===== src/sv/dipsm_pkg.sv =====
// Package for the display idle power manager.
// Holds event codes, level codes, register indexes and field widths.
// No dependencies.
package dipsm_pkg;

  localparam int OP_W   = 3;
  localparam int TIME_W = 32;
  localparam int DLY_W  = 31;
  localparam int PCT_W  = 7;
  localparam int LVL_W  = 2;
  localparam int IDX_W  = 3;

  localparam logic [OP_W-1:0] OP_TICK      = 3'd0;
  localparam logic [OP_W-1:0] OP_WAKE      = 3'd1;
  localparam logic [OP_W-1:0] OP_FORCE_OFF = 3'd2;
  localparam logic [OP_W-1:0] OP_PRESS     = 3'd3;
  localparam logic [OP_W-1:0] OP_TOUCH     = 3'd4;

  localparam logic [LVL_W-1:0] LVL_ACTIVE = 2'd0;
  localparam logic [LVL_W-1:0] LVL_DIM    = 2'd1;
  localparam logic [LVL_W-1:0] LVL_OFF    = 2'd2;
  localparam logic [LVL_W-1:0] LVL_SLEEP  = 2'd3;

  localparam logic [IDX_W-1:0] REG_DIM_AFTER  = 3'd0;
  localparam logic [IDX_W-1:0] REG_OFF_AFTER  = 3'd1;
  localparam logic [IDX_W-1:0] REG_SLEEP_XTRA = 3'd2;
  localparam logic [IDX_W-1:0] REG_DIM_PCT    = 3'd3;
  localparam logic [IDX_W-1:0] REG_USER_PCT   = 3'd4;

  localparam logic [DLY_W-1:0] DIM_AFTER_RST  = 31'd30000;
  localparam logic [DLY_W-1:0] OFF_AFTER_RST  = 31'd60000;
  localparam logic [DLY_W-1:0] SLEEP_XTRA_RST = 31'd300000;
  localparam logic [PCT_W-1:0] DIM_PCT_RST    = 7'd10;
  localparam logic [PCT_W-1:0] USER_PCT_RST   = 7'd100;

endpackage


===== src/sv/dipsm_if.sv =====
// Channel interfaces of the display idle power manager: events, results and
// configuration writes. Depends on dipsm_pkg.
interface dipsm_evt_if;
  logic                          valid;
  logic                          ready;
  logic [dipsm_pkg::OP_W-1:0]    op;
  logic [dipsm_pkg::TIME_W-1:0]  now_ms;
  logic                          awake_req;
  logic                          sleep_block;
  logic                          pressed;
  modport source (output valid, op, now_ms, awake_req, sleep_block, pressed,
                  input ready);
  modport sink (input valid, op, now_ms, awake_req, sleep_block, pressed,
                output ready);
endinterface

interface dipsm_res_if;
  logic                          valid;
  logic                          ready;
  logic [dipsm_pkg::LVL_W-1:0]   level;
  logic [dipsm_pkg::PCT_W-1:0]   brightness_pct;
  logic                          press_delivered;
  modport source (output valid, level, brightness_pct, press_delivered, input ready);
  modport sink (input valid, level, brightness_pct, press_delivered, output ready);
endinterface

interface dipsm_cfg_if;
  logic                          valid;
  logic                          ready;
  logic [dipsm_pkg::IDX_W-1:0]   index;
  logic [dipsm_pkg::DLY_W-1:0]   data;
  modport source (output valid, index, data, input ready);
  modport sink (input valid, index, data, output ready);
endinterface


===== src/sv/display_idle_power_state_machine.sv =====
// Top level of the display idle power manager.
// Depends on dipsm_pkg and the channel interfaces in dipsm_if.sv.
//
// The block accepts one event per clock cycle while its result is not stalled
// and returns one result per event: the event is captured in an input
// register, the next level, idle reference and touch latch are worked out in
// one pass of logic (three 32-bit adds and the deadline compares), and the
// result lands in an output register. A stalled result only holds the input
// register once it is full.
// Configuration writes are always taken at once.
module display_idle_power_state_machine (
  input logic          clk,
  input logic          rst,
  dipsm_cfg_if.sink    cfg,
  dipsm_evt_if.sink    evt,
  dipsm_res_if.source  res
);

  logic [dipsm_pkg::DLY_W-1:0]  dim_after_ms;
  logic [dipsm_pkg::DLY_W-1:0]  off_after_ms;
  logic [dipsm_pkg::DLY_W-1:0]  sleep_extra_ms;
  logic [dipsm_pkg::PCT_W-1:0]  dim_brightness_pct;
  logic [dipsm_pkg::PCT_W-1:0]  user_brightness_pct;

  logic [dipsm_pkg::LVL_W-1:0]  power_level;
  logic [dipsm_pkg::LVL_W-1:0]  power_level_next;
  logic [dipsm_pkg::TIME_W-1:0] idle_reference;
  logic [dipsm_pkg::TIME_W-1:0] idle_reference_next;
  logic                         touch_was_down;
  logic                         touch_was_down_next;
  logic                         touch_swallowing;
  logic                         touch_swallowing_next;

  logic                         s1_valid;
  logic [dipsm_pkg::OP_W-1:0]   s1_op;
  logic [dipsm_pkg::TIME_W-1:0] s1_now;
  logic                         s1_awake_req;
  logic                         s1_sleep_block;
  logic                         s1_pressed;

  logic                         proc;
  logic                         delivered;
  logic [dipsm_pkg::PCT_W-1:0]  bright;
  logic [dipsm_pkg::TIME_W-1:0] off_dl;
  logic [dipsm_pkg::TIME_W-1:0] sleep_dl;
  logic [dipsm_pkg::TIME_W-1:0] dim_dl;
  logic [dipsm_pkg::TIME_W-1:0] off_diff;
  logic [dipsm_pkg::TIME_W-1:0] sleep_diff;
  logic [dipsm_pkg::TIME_W-1:0] dim_diff;
  logic                         off_met;
  logic                         sleep_met;
  logic                         dim_met;

  assign cfg.ready = 1'b1;

  always_ff @(posedge clk) begin
    if (rst) begin
      dim_after_ms        <= dipsm_pkg::DIM_AFTER_RST;
      off_after_ms        <= dipsm_pkg::OFF_AFTER_RST;
      sleep_extra_ms      <= dipsm_pkg::SLEEP_XTRA_RST;
      dim_brightness_pct  <= dipsm_pkg::DIM_PCT_RST;
      user_brightness_pct <= dipsm_pkg::USER_PCT_RST;
    end else if (cfg.valid) begin
      case (cfg.index)
        dipsm_pkg::REG_DIM_AFTER:  dim_after_ms <= cfg.data;
        dipsm_pkg::REG_OFF_AFTER:  off_after_ms <= cfg.data;
        dipsm_pkg::REG_SLEEP_XTRA: sleep_extra_ms <= cfg.data;
        dipsm_pkg::REG_DIM_PCT:    dim_brightness_pct <= cfg.data[dipsm_pkg::PCT_W-1:0];
        dipsm_pkg::REG_USER_PCT:   user_brightness_pct <= cfg.data[dipsm_pkg::PCT_W-1:0];
        default: ;
      endcase
    end
  end

  assign proc      = s1_valid && (!res.valid || res.ready);
  assign evt.ready = !s1_valid || proc;

  always_ff @(posedge clk) begin
    if (rst) begin
      s1_valid <= 1'b0;
    end else if (evt.ready) begin
      s1_valid <= evt.valid;
    end
  end

  always_ff @(posedge clk) begin
    if (evt.ready && evt.valid) begin
      s1_op          <= evt.op;
      s1_now         <= evt.now_ms;
      s1_awake_req   <= evt.awake_req;
      s1_sleep_block <= evt.sleep_block;
      s1_pressed     <= evt.pressed;
    end
  end

  // A deadline counts as reached when now minus the deadline is not negative
  // in 32-bit wraparound arithmetic.
  assign off_dl     = idle_reference + {1'b0, off_after_ms};
  assign sleep_dl   = off_dl + {1'b0, sleep_extra_ms};
  assign dim_dl     = idle_reference + {1'b0, dim_after_ms};
  assign off_diff   = s1_now - off_dl;
  assign sleep_diff = s1_now - sleep_dl;
  assign dim_diff   = s1_now - dim_dl;
  assign off_met    = !off_diff[dipsm_pkg::TIME_W-1];
  assign sleep_met  = !sleep_diff[dipsm_pkg::TIME_W-1];
  assign dim_met    = !dim_diff[dipsm_pkg::TIME_W-1];

  always_comb begin
    power_level_next      = power_level;
    idle_reference_next   = idle_reference;
    touch_was_down_next   = touch_was_down;
    touch_swallowing_next = touch_swallowing;
    delivered             = 1'b0;
    case (s1_op)
      dipsm_pkg::OP_TICK: begin
        if (s1_awake_req) begin
          power_level_next    = dipsm_pkg::LVL_ACTIVE;
          idle_reference_next = s1_now;
        end else if (power_level != dipsm_pkg::LVL_SLEEP) begin
          if (!s1_sleep_block && sleep_met) begin
            power_level_next = dipsm_pkg::LVL_SLEEP;
          end else if (power_level != dipsm_pkg::LVL_OFF) begin
            if (off_met) begin
              power_level_next = dipsm_pkg::LVL_OFF;
            end else if (dim_met) begin
              power_level_next = dipsm_pkg::LVL_DIM;
            end
          end
        end
      end
      dipsm_pkg::OP_WAKE: begin
        power_level_next    = dipsm_pkg::LVL_ACTIVE;
        idle_reference_next = s1_now;
      end
      dipsm_pkg::OP_FORCE_OFF: begin
        power_level_next = dipsm_pkg::LVL_OFF;
      end
      dipsm_pkg::OP_PRESS: begin
        if (!s1_awake_req) begin
          if (power_level == dipsm_pkg::LVL_ACTIVE) begin
            power_level_next = dipsm_pkg::LVL_OFF;
          end else begin
            power_level_next    = dipsm_pkg::LVL_ACTIVE;
            idle_reference_next = s1_now;
          end
        end
      end
      dipsm_pkg::OP_TOUCH: begin
        if (!s1_pressed) begin
          touch_was_down_next   = 1'b0;
          touch_swallowing_next = 1'b0;
        end else begin
          if (!touch_was_down) begin
            touch_was_down_next   = 1'b1;
            touch_swallowing_next = (power_level != dipsm_pkg::LVL_ACTIVE);
            if (power_level != dipsm_pkg::LVL_ACTIVE) begin
              power_level_next    = dipsm_pkg::LVL_ACTIVE;
              idle_reference_next = s1_now;
            end
          end
          delivered = !touch_swallowing_next;
        end
      end
      default: ;
    endcase
  end

  always_comb begin
    case (power_level_next)
      dipsm_pkg::LVL_ACTIVE: bright = user_brightness_pct;
      dipsm_pkg::LVL_DIM:    bright = dim_brightness_pct;
      default:               bright = '0;
    endcase
  end

  always_ff @(posedge clk) begin
    if (rst) begin
      power_level      <= dipsm_pkg::LVL_ACTIVE;
      idle_reference   <= '0;
      touch_was_down   <= 1'b0;
      touch_swallowing <= 1'b0;
    end else if (proc) begin
      power_level      <= power_level_next;
      idle_reference   <= idle_reference_next;
      touch_was_down   <= touch_was_down_next;
      touch_swallowing <= touch_swallowing_next;
    end
  end

  always_ff @(posedge clk) begin
    if (rst) begin
      res.valid <= 1'b0;
    end else if (proc) begin
      res.valid <= 1'b1;
    end else if (res.ready) begin
      res.valid <= 1'b0;
    end
  end

  always_ff @(posedge clk) begin
    if (proc) begin
      res.level           <= power_level_next;
      res.brightness_pct  <= bright;
      res.press_delivered <= delivered;
    end
  end

`ifndef NO_ASSERTIONS
  a_level_tracks_state: assert property (@(posedge clk) disable iff (rst)
    proc |=> res.level == power_level)
    else $error("result level differs from the kept power level");

  a_dark_levels_zero: assert property (@(posedge clk) disable iff (rst)
    res.valid && (res.level == dipsm_pkg::LVL_OFF || res.level == dipsm_pkg::LVL_SLEEP)
      |-> res.brightness_pct == '0)
    else $error("nonzero brightness reported while off or asleep");

  a_swallow_needs_down: assert property (@(posedge clk) disable iff (rst)
    touch_swallowing |-> touch_was_down)
    else $error("touch swallow latch set without a press in progress");
`endif

endmodule

===== src/flat_wrapper.sv =====
// flat-port wrapper written by rule: the top's interface ports become plain ports
module display_idle_power_state_machine_flat 
  (clk, rst, cfg_valid, cfg_index, cfg_data, cfg_ready, evt_valid, evt_op, evt_now_ms, evt_awake_req, evt_sleep_block, evt_pressed, evt_ready, res_valid, res_level, res_brightness_pct, res_press_delivered, res_ready);
  dipsm_cfg_if cfg_i ();
  dipsm_evt_if evt_i ();
  dipsm_res_if res_i ();
  input logic clk;
  input logic rst;
  input wire logic [$bits(cfg_i.valid)-1:0] cfg_valid;
  input wire logic [$bits(cfg_i.index)-1:0] cfg_index;
  input wire logic [$bits(cfg_i.data)-1:0] cfg_data;
  output wire logic [$bits(cfg_i.ready)-1:0] cfg_ready;
  input wire logic [$bits(evt_i.valid)-1:0] evt_valid;
  input wire logic [$bits(evt_i.op)-1:0] evt_op;
  input wire logic [$bits(evt_i.now_ms)-1:0] evt_now_ms;
  input wire logic [$bits(evt_i.awake_req)-1:0] evt_awake_req;
  input wire logic [$bits(evt_i.sleep_block)-1:0] evt_sleep_block;
  input wire logic [$bits(evt_i.pressed)-1:0] evt_pressed;
  output wire logic [$bits(evt_i.ready)-1:0] evt_ready;
  output wire logic [$bits(res_i.valid)-1:0] res_valid;
  output wire logic [$bits(res_i.level)-1:0] res_level;
  output wire logic [$bits(res_i.brightness_pct)-1:0] res_brightness_pct;
  output wire logic [$bits(res_i.press_delivered)-1:0] res_press_delivered;
  input wire logic [$bits(res_i.ready)-1:0] res_ready;
  assign cfg_i.valid = cfg_valid;
  assign cfg_i.index = cfg_index;
  assign cfg_i.data = cfg_data;
  assign cfg_ready = cfg_i.ready;
  assign evt_i.valid = evt_valid;
  assign evt_i.op = evt_op;
  assign evt_i.now_ms = evt_now_ms;
  assign evt_i.awake_req = evt_awake_req;
  assign evt_i.sleep_block = evt_sleep_block;
  assign evt_i.pressed = evt_pressed;
  assign evt_ready = evt_i.ready;
  assign res_valid = res_i.valid;
  assign res_level = res_i.level;
  assign res_brightness_pct = res_i.brightness_pct;
  assign res_press_delivered = res_i.press_delivered;
  assign res_i.ready = res_ready;
  display_idle_power_state_machine u_core (.clk(clk), .rst(rst), .cfg(cfg_i), .evt(evt_i), .res(res_i));
endmodule

===== config.mk =====
export PLATFORM = sky130hd
export DESIGN_NAME = display_idle_power_state_machine_flat
export DESIGN_NICKNAME = d
export VERILOG_FILES = /design/src/sv/dipsm_pkg.sv /design/src/sv/dipsm_if.sv /design/src/sv/display_idle_power_state_machine.sv /design/src/flat_wrapper.sv
export SDC_FILE = /design/constraint.sdc
export NUM_CORES = 1
export LEC_CHECK = 0
export BUFFER_PORTS_ARGS = -buffer_cell sky130_fd_sc_hd__buf_2
export CAP_MARGIN = 25
export CELL_PAD_IN_SITES_DETAIL_PLACEMENT = 1
export CELL_PAD_IN_SITES_GLOBAL_PLACEMENT = 1
export CORE_MARGIN = 2
export CORE_UTILIZATION = 40
export CTS_CLUSTER_SIZE = 30
export DETAILED_ROUTE_END_ITERATION = 10
export PLACE_DENSITY = 0.73
export REMOVE_ABC_BUFFERS = 1
export SLEW_MARGIN = 10
export SYNTH_ARGS = -nofsm -noshare
export SYNTH_HDL_FRONTEND = slang
export SYNTH_SLANG_ARGS = --single-unit

===== constraint.sdc =====
create_clock -name clk -period 9.9 [get_ports clk]
set_clock_uncertainty 0.2 [all_clocks]
set_input_delay 1.485 -clock clk [delete_from_list [all_inputs] [get_ports clk]]
set_output_delay 1.485 -clock clk [all_outputs]
set_load 0.03 [all_outputs]

==> Yosys cells after proc, flatten, opt, wreduce, memory -nomap -nowiden <==
Cells that the tools add are included.
{ "op_classes": {"add_sub_neg": 6, "n_eq_ne": 17, "n_reduce_logical": 25, "muxes": 27} }
{ "op_table": {"columns": ["op", "count"], "rows": [
  ["2-to-1 mux 32 bit", 6],
  ["case mux 32 bit (4 select lines)", 1],
  ["adder 32 x 31 -> 32 bit", 3],
  ["subtractor 32 bit", 3],
  ["2-to-1 mux 2 bit", 11],
  ["case mux 7 bit (2 select lines)", 1],
  ["AND reduction 2 bit", 7],
  ["== test 3 x 2 -> 1 bit, second input constant", 4],
  ["inequality test 2 bit, second input constant", 5],
  ["case mux 2 bit (5 select lines)", 1],
  ["AND reduction 8 bit", 1],
  ["2-to-1 mux 1 bit", 7],
  ["== test 3 x 1 -> 1 bit, second input constant", 2],
  ["== test 3 bit, second input constant", 2],
  ["zero test 3 bit", 2],
  ["inequality test 2 x 1 -> 1 bit, second input constant", 3],
  ["zero test 1 bit", 5],
  ["zero test 2 bit", 2],
  ["nonzero test 2 bit", 2],
  ["nonzero test 4 bit", 1],
  ["logical AND 1 bit", 3],
  ["== test 2 x 1 -> 1 bit, second input constant", 1],
  ["logical OR 1 bit", 2]
]} }
{ "totals": {"input_bits": 77, "word_cells": 94, "out_inout_bits": 13, "regBits": 193} }

==> Depth between registers and ports, before layout <==
{ "logic_depth": {"word_depth": 11, "mapped_depth": 31, "depth_no_buf": 30} }

==> Worst setup path before layout <==
Ideal clock, no wire load.
{ "synth_path": {"path_kind": "flip-flop to flip-flop", "from": "reg u_core.idle_reference[0] (netlist bit)", "to": "reg u_core.res.brightness_pct[0] (data pin)", "setup_slack_ps": 3640, "required_time_ps": 9445, "path_stages_with_launch": 31, "t_arrival_ps": 5806, "period_less_slack_ps": 6260, "path_buffers": 0, "path_cell_list": "dfxtp_1 -> ha_1 -> inv_1 -> fa_1 -> nor2b_1 -> o21ai_0 -> a21boi_0 -> o21bai_1 -> a211oi_1 -> o21ai_0 -> a31oi_1 -> o31a_1 -> o41ai_1 -> o21bai_1 -> a21oi_1 -> xnor2_1 -> fa_1 -> inv_1 -> ha_1 -> a21o_1 -> a21o_1 -> a21oi_1 -> and3b_1 -> o211ai_1 -> nand2_1 -> xor2_1 -> xor2_1 -> a221o_1 -> a31oi_4 -> mux2i_1 -> nor2_1"} }
{ "synth_via": {"elab_chain_cells": 11, "elab_cells_between_ends": 18} }
{ "synth_rtl": {"columns": ["element", "line", "text"], "rows": [
  ["start: declaration", "display_idle_power_state_machine.sv:27", "logic [dipsm_pkg::TIME_W-1:0] idle_reference;"],
  ["start signal: assignment", "display_idle_power_state_machine.sv:184", "idle_reference <= idle_reference_next;"],
  ["adder 32 x 31 -> 32 bit, on equally long branches", "display_idle_power_state_machine.sv:98, display_idle_power_state_machine.sv:100", null],
  ["adder 32 x 31 -> 32 bit / subtractor 32 bit (equally long branches)", "display_idle_power_state_machine.sv:99, display_idle_power_state_machine.sv:103", null],
  ["subtractor 32 bit / 2-to-1 mux 2 bit (equally long branches)", "display_idle_power_state_machine.sv:102, display_idle_power_state_machine.sv:125", null],
  ["zero test 1 bit / 2-to-1 mux 2 bit (equally long branches)", "display_idle_power_state_machine.sv:105, display_idle_power_state_machine.sv:123", null],
  ["logical AND 1 bit / 2-to-1 mux 2 bit (equally long branches)", "display_idle_power_state_machine.sv:120, display_idle_power_state_machine.sv:122", null],
  ["2-to-1 mux 2 bit *", "display_idle_power_state_machine.sv:120", "if (!s1_sleep_block && sleep_met) begin"],
  ["2-to-1 mux 2 bit *", "display_idle_power_state_machine.sv:119", "end else if (power_level != dipsm_pkg::LVL_SLEEP) begin"],
  ["2-to-1 mux 2 bit *", "display_idle_power_state_machine.sv:116", "if (s1_awake_req) begin"],
  ["case mux 2 bit (5 select lines) *", "display_idle_power_state_machine.sv:114", "case (s1_op)"],
  ["== test 2 x 1 -> 1 bit / zero test 2 bit (equally long branches)", "display_idle_power_state_machine.sv:169", "case (power_level_next)"],
  ["case mux 7 bit (2 select lines) *", "display_idle_power_state_machine.sv:169", null],
  ["named net u_core.bright (one bit)", "display_idle_power_state_machine.sv:43", "logic [dipsm_pkg::PCT_W-1:0] bright;"],
  ["end signal: assignment", "display_idle_power_state_machine.sv:203", "res.brightness_pct <= bright;"],
  ["end: declaration", "dipsm_if.sv:23", "modport source (output valid, level, brightness_pct, press_delivered, input ready);"]
]} }
Mark *: on every way through the listed nets, which the timed path passes. The rest lies on a longest branch.
A chain may end at the register's enable or synchronous reset.

==> Final worst setup path <==
{ "layout_path": {"from": "reg u_core.idle_reference[0] (netlist bit)", "to": "reg u_core.res.brightness_pct[2] (data pin)"} }
The elaborated chain is that of the path after synthesis.

==> tab_implementation.tex <==
\begin{tabular}{lr}
\hline
Metric & Value \\
\hline
\multicolumn{2}{l}{\textbf{Placement}} \\
Placed Instances & 1,799 \\
Area post-placement & 13,000 um\^{}2 \\
Number of input and output port buffers inserted & 88 \\
Detail Placement HPWL & 24.8 mm \\
Final GP Congestion & 0.843 \\
\multicolumn{2}{l}{\textbf{Logic synthesis}} \\
Count of distinct cell types in the synthesized netlist & 67 \\
Average footprint of a synthesized cell & 8.95 um\^{}2 \\
Number of synthesized register bits & 193 \\
Most common flop cell mapped by yosys & sky130\_fd\_sc\_hd\_\_dfxtp\_1 \\
Summed instance area of the synthesized netlist & 12,200 um\^{}2 \\
Synth Instances & 1,359 \\
Sequential cell area fraction in the yosys report & 0.357 \\
Async set-or-reset flop fraction in the synthesized netlist & 0 \\
Number of enable flip-flop cells after synthesis & 48 \\
Yosys warning count & 0 \\
\multicolumn{2}{l}{\textbf{STA}} \\
Worst slew slack as a fraction of its limit & 0.297 \\
Final setup violation count & 0 \\
Number of max-slew violations in the final report & 0 \\
Final worst path period share & 0.755 \\
Top achievable clock speed & 134 MHz \\
Final min period & 7.48 ns \\
Worst Tran Pin Value & 1.03 ns \\
Setup TNS & 0 ns \\
Unrepaired setup endpoints after global routing & no \\
Total count of hold-check failures in the final report & 0 \\
\multicolumn{2}{l}{\textbf{Power and ir drop}} \\
Power spent charging and discharging nets & 572 uW \\
Cell-internal power & 1.31 mW \\
Clock power frac & 0.370 \\
Combinational power share & 0.171 \\
Max VDD drop & 120 uV \\
Leakage Power & 5.68 nW \\
Sw frac & 0.304 \\
Total power density per cell area & 138 nW/um\^{}2 \\
Relative contribution of sequential cells to total power & 0.459 \\
Total power consumption of the routed design & 1.88 mW \\
\multicolumn{2}{l}{\textbf{Critical path}} \\
Register-to-register setup slack & 2.42 ns \\
Required time reported for the critical path endpoint & 9.91 ns \\
Critical path fanouts, max & 9 \\
Standard cell with the maximum stage delay on the critical path & sky130\_fd\_sc\_hd\_\_o41ai\_1 \\
Data arrival time of the critical path & 7.49 ns \\
Crit Path Class & reg -> reg \\
Kind of end point of the critical path & flop \\
Longest individual stage delay on the worst path & 0.51 ns \\
Startpoint type of the worst setup path & flop \\
\multicolumn{2}{l}{\textbf{Global route}} \\
Overflow left after global routing & 0 \\
Global-route wire length before repair & 54.0 mm \\
Pin count of the biggest net entering global routing & 93 \\
Via count of the first global-routing pass & 10.2k \\
Gr usage total & 0.222 \\
Number of antenna violations at the first check in global routing & 0 \\
\multicolumn{2}{l}{\textbf{Layout}} \\
Fin cells & 1,832 \\
Final design utilization & 0.457 \\
Leading cell type in the layout, fill and taps excluded & sky130\_fd\_sc\_hd\_\_nand2\_1 \\
\# nets final & 1,687 \\
Design Area, Final & 13,600 um\^{}2 \\
Area Growth Syn to Fin & 12.0\% \\
Number of antenna repair diodes & 0 \\
Share of layout cells above drive strength 1 & 0.107 \\
Most used cells in the layout excluding fill and tap cells & sky130\_fd\_sc\_hd\_\_nand2\_1 (233), sky130\_fd\_sc\_hd\_\_inv\_1 (161), sky130\_fd\_sc\_hd\_\_dfxtp\_1 (145), sky130\_fd\_sc\_hd\_\_a21oi\_1 (131), sky130\_fd\_sc\_hd\_\_ha\_1 (125) \\
\multicolumn{2}{l}{\textbf{Routing}} \\
Total Wirelength & 33.5 mm \\
Number of design rule violations left after detail routing & 0 \\
First-pass DRT Iterations & 4 \\
Violation count after the first detailed-routing iteration & 404 \\
Overall via count from detail\_route & 9,622 \\
Via-per-instance ratio & 5.25 \\
Avg WL per Cell & 18.3 um \\
Remaining number of nets flagged by the antenna check after routing & 0 \\
\multicolumn{2}{l}{\textbf{Floorplan}} \\
Die Area & 31,800 um\^{}2 \\
Core Rows & 63 \\
Number of I/O pins & 90 \\
Initial Util & 0.408 \\
Height of the chip & 178 um \\
Die Wd & 178 um \\
Core region area & 29,800 um\^{}2 \\
\multicolumn{2}{l}{\textbf{Clocking}} \\
Number of clock buffers inserted by TritonCTS & 17 \\
Deepest clock path buffer count & 2 \\
TritonCTS clock tree & yes \\
Worst skew pair latency & 0.46 ns \\
Post-CTS Setup Repair Bufs & 0 \\
Clock-pin transition on the worst setup and hold timing paths & 0.08 ns \\
Number of resized instances in the post-cts repair step & 0 \\
Number of sinks handled by clock tree synthesis & 193 \\
Root Driver & sky130\_fd\_sc\_hd\_\_clkbuf\_16 \\
Maximum level of the CTS H-tree & 4 \\
Hold-fix buffers at CTS & 0 \\
\multicolumn{2}{l}{\textbf{Job}} \\
Max-cap check violation count & 0 \\
\multicolumn{2}{l}{\textbf{Run status}} \\
Run status & completed \\
\multicolumn{2}{l}{\textbf{Min path}} \\
Kind of path behind the tightest hold check & reg -> reg \\
\hline
\end{tabular}
-- final timing paths --
kind / startpoint / endpoint / cells past startpoint
worst min-delay path: u_core.dim_after_ms[6] / u_core.dim_after_ms[6] / 2
worst max-delay path: u_core.idle_reference[0] / u_core.res.brightness_pct[2] / 30
worst min register to register: u_core.dim_after_ms[6] / u_core.dim_after_ms[6] / 2
worst max register to register: u_core.idle_reference[0] / u_core.res.brightness_pct[2] / 30
-- kinds of logic (layout without fill, tap and decap cells) --
logic type	Yosys count	after routing	share of synthesized area
buffers and inverters	208	291	0.0647
and+or+nand+nor	426	426	0.157
muxes	41	41	0.0337
other	1	1	0.000308
AOI/OAI and AO/OA	271	271	0.139
adders and majority gates	182	182	0.222
xor gates and xnor gates	37	37	0.0273
DFF	193	193	0.357
-- final cells by class --
cell class / instances / area (um^2)
Sequential cell: 193 / 4340
Tap cell: 390 / 488
Clock inverter: 14 / 138
Multi-Input combinational cell: 958 / 7050
Clock buffer: 18 / 439
Fill cell: 3528 / 16200
Timing Repair Buffer: 98 / 558
Inverter: 161 / 604
-- power groups by stage --
stage | sequential [mW] | clock [mW] | combinational (mW)
finish | 0.865 | 0.697 | 0.323
global route | 0.869 | 0.737 | 0.369
CTS | 0.865 | 0.711 | 0.326
detailed placement | 0.883 | 0 | 0.321
global placement | 0.882 | 0 | 0.307
floorplan | 0.877 | 0 | 0.205
-- synth_stat cells (4+ instances only) --
library cell | n | share of area
sky130_fd_sc_hd__nand2_1 | 233 | 0.072
sky130_fd_sc_hd__inv_1 | 161 | 0.050
sky130_fd_sc_hd__dfxtp_1 | 145 | 0.24
sky130_fd_sc_hd__a21oi_1 | 131 | 0.054
sky130_fd_sc_hd__ha_1 | 125 | 0.13
sky130_fd_sc_hd__nor2_1 | 87 | 0.027
sky130_fd_sc_hd__fa_1 | 56 | 0.092
sky130_fd_sc_hd__edfxtp_1 | 48 | 0.12
sky130_fd_sc_hd__clkbuf_1 | 42 | 0.013
sky130_fd_sc_hd__mux2i_1 | 41 | 0.034
sky130_fd_sc_hd__o21ai_0 | 39 | 0.016
sky130_fd_sc_hd__a21o_1 | 33 | 0.020
sky130_fd_sc_hd__nand3b_1 | 22 | 0.014
sky130_fd_sc_hd__xnor2_1 | 22 | 0.016
sky130_fd_sc_hd__xor2_1 | 14 | 0.010
sky130_fd_sc_hd__nand4_1 | 13 | 0.0067
sky130_fd_sc_hd__nand3_1 | 12 | 0.0049
sky130_fd_sc_hd__nor2b_1 | 10 | 0.0051
sky130_fd_sc_hd__nor3_1 | 10 | 0.0041
sky130_fd_sc_hd__a211o_1 | 9 | 0.0065
sky130_fd_sc_hd__a211oi_1 | 9 | 0.0056
sky130_fd_sc_hd__o21a_1 | 7 | 0.0043
sky130_fd_sc_hd__o21bai_1 | 7 | 0.0043
sky130_fd_sc_hd__nand2b_1 | 5 | 0.0026
sky130_fd_sc_hd__or2_2 | 5 | 0.0026
sky130_fd_sc_hd__or3_1 | 5 | 0.0026
sky130_fd_sc_hd__a2111oi_0 | 4 | 0.0029
sky130_fd_sc_hd__and2_1 | 4 | 0.0021
sky130_fd_sc_hd__nor4_1 | 4 | 0.0021
sky130_fd_sc_hd__o211ai_1 | 4 | 0.0025
-- worst max-delay path: cells and delay by family, from the launching register on --
kind | cells | cell delay, ns
multiplexers | 1 | 0.27
adder cells (fa/ha/maj) | 4 | 1.23
AO/OA/AOI/OAI | 16 | 4.08
buffers and inverters | 2 | 0.13
XOR/XNOR | 3 | 0.57
AND/OR/NAND/NOR | 4 | 0.44
flip-flops | 1 | 0.33
-- flip-flops by register name, indices dropped and copies added, names as in the netlist, 3 cells and up --
register and flops:
u_core.dim_brightness_pct 7, u_core.sleep_extra_ms 31, u_core.idle_reference 32, u_core.s1_now 32, u_core.user_brightness_pct 7, u_core.s1_op 3, u_core.res.brightness_pct 7, u_core.dim_after_ms 31
u_core.off_after_ms 31
-- through the flow --
| stage | hold slack, ns | setup WS (ns) |
|---|---|---|
| floorplan | 0.230 | 3.27 |
| global placement | 0.243 | 2.84 |
| detailed placement | 0.248 | 2.49 |
| CTS | 0.259 | 2.46 |
| global route | 0.278 | 1.87 |
| finish | 0.260 | 2.42 |
-- metal layers --
metal,global-route usage,up-vias,part of all wire
li1,-,4711,-
met1,0.303,4765,0.49
met2,0.365,109,0.47
met3,0.0309,37,0.023
met4,0.0678,0,0.019
met5,0,-,0
Power figures use the tool's default switching activity.
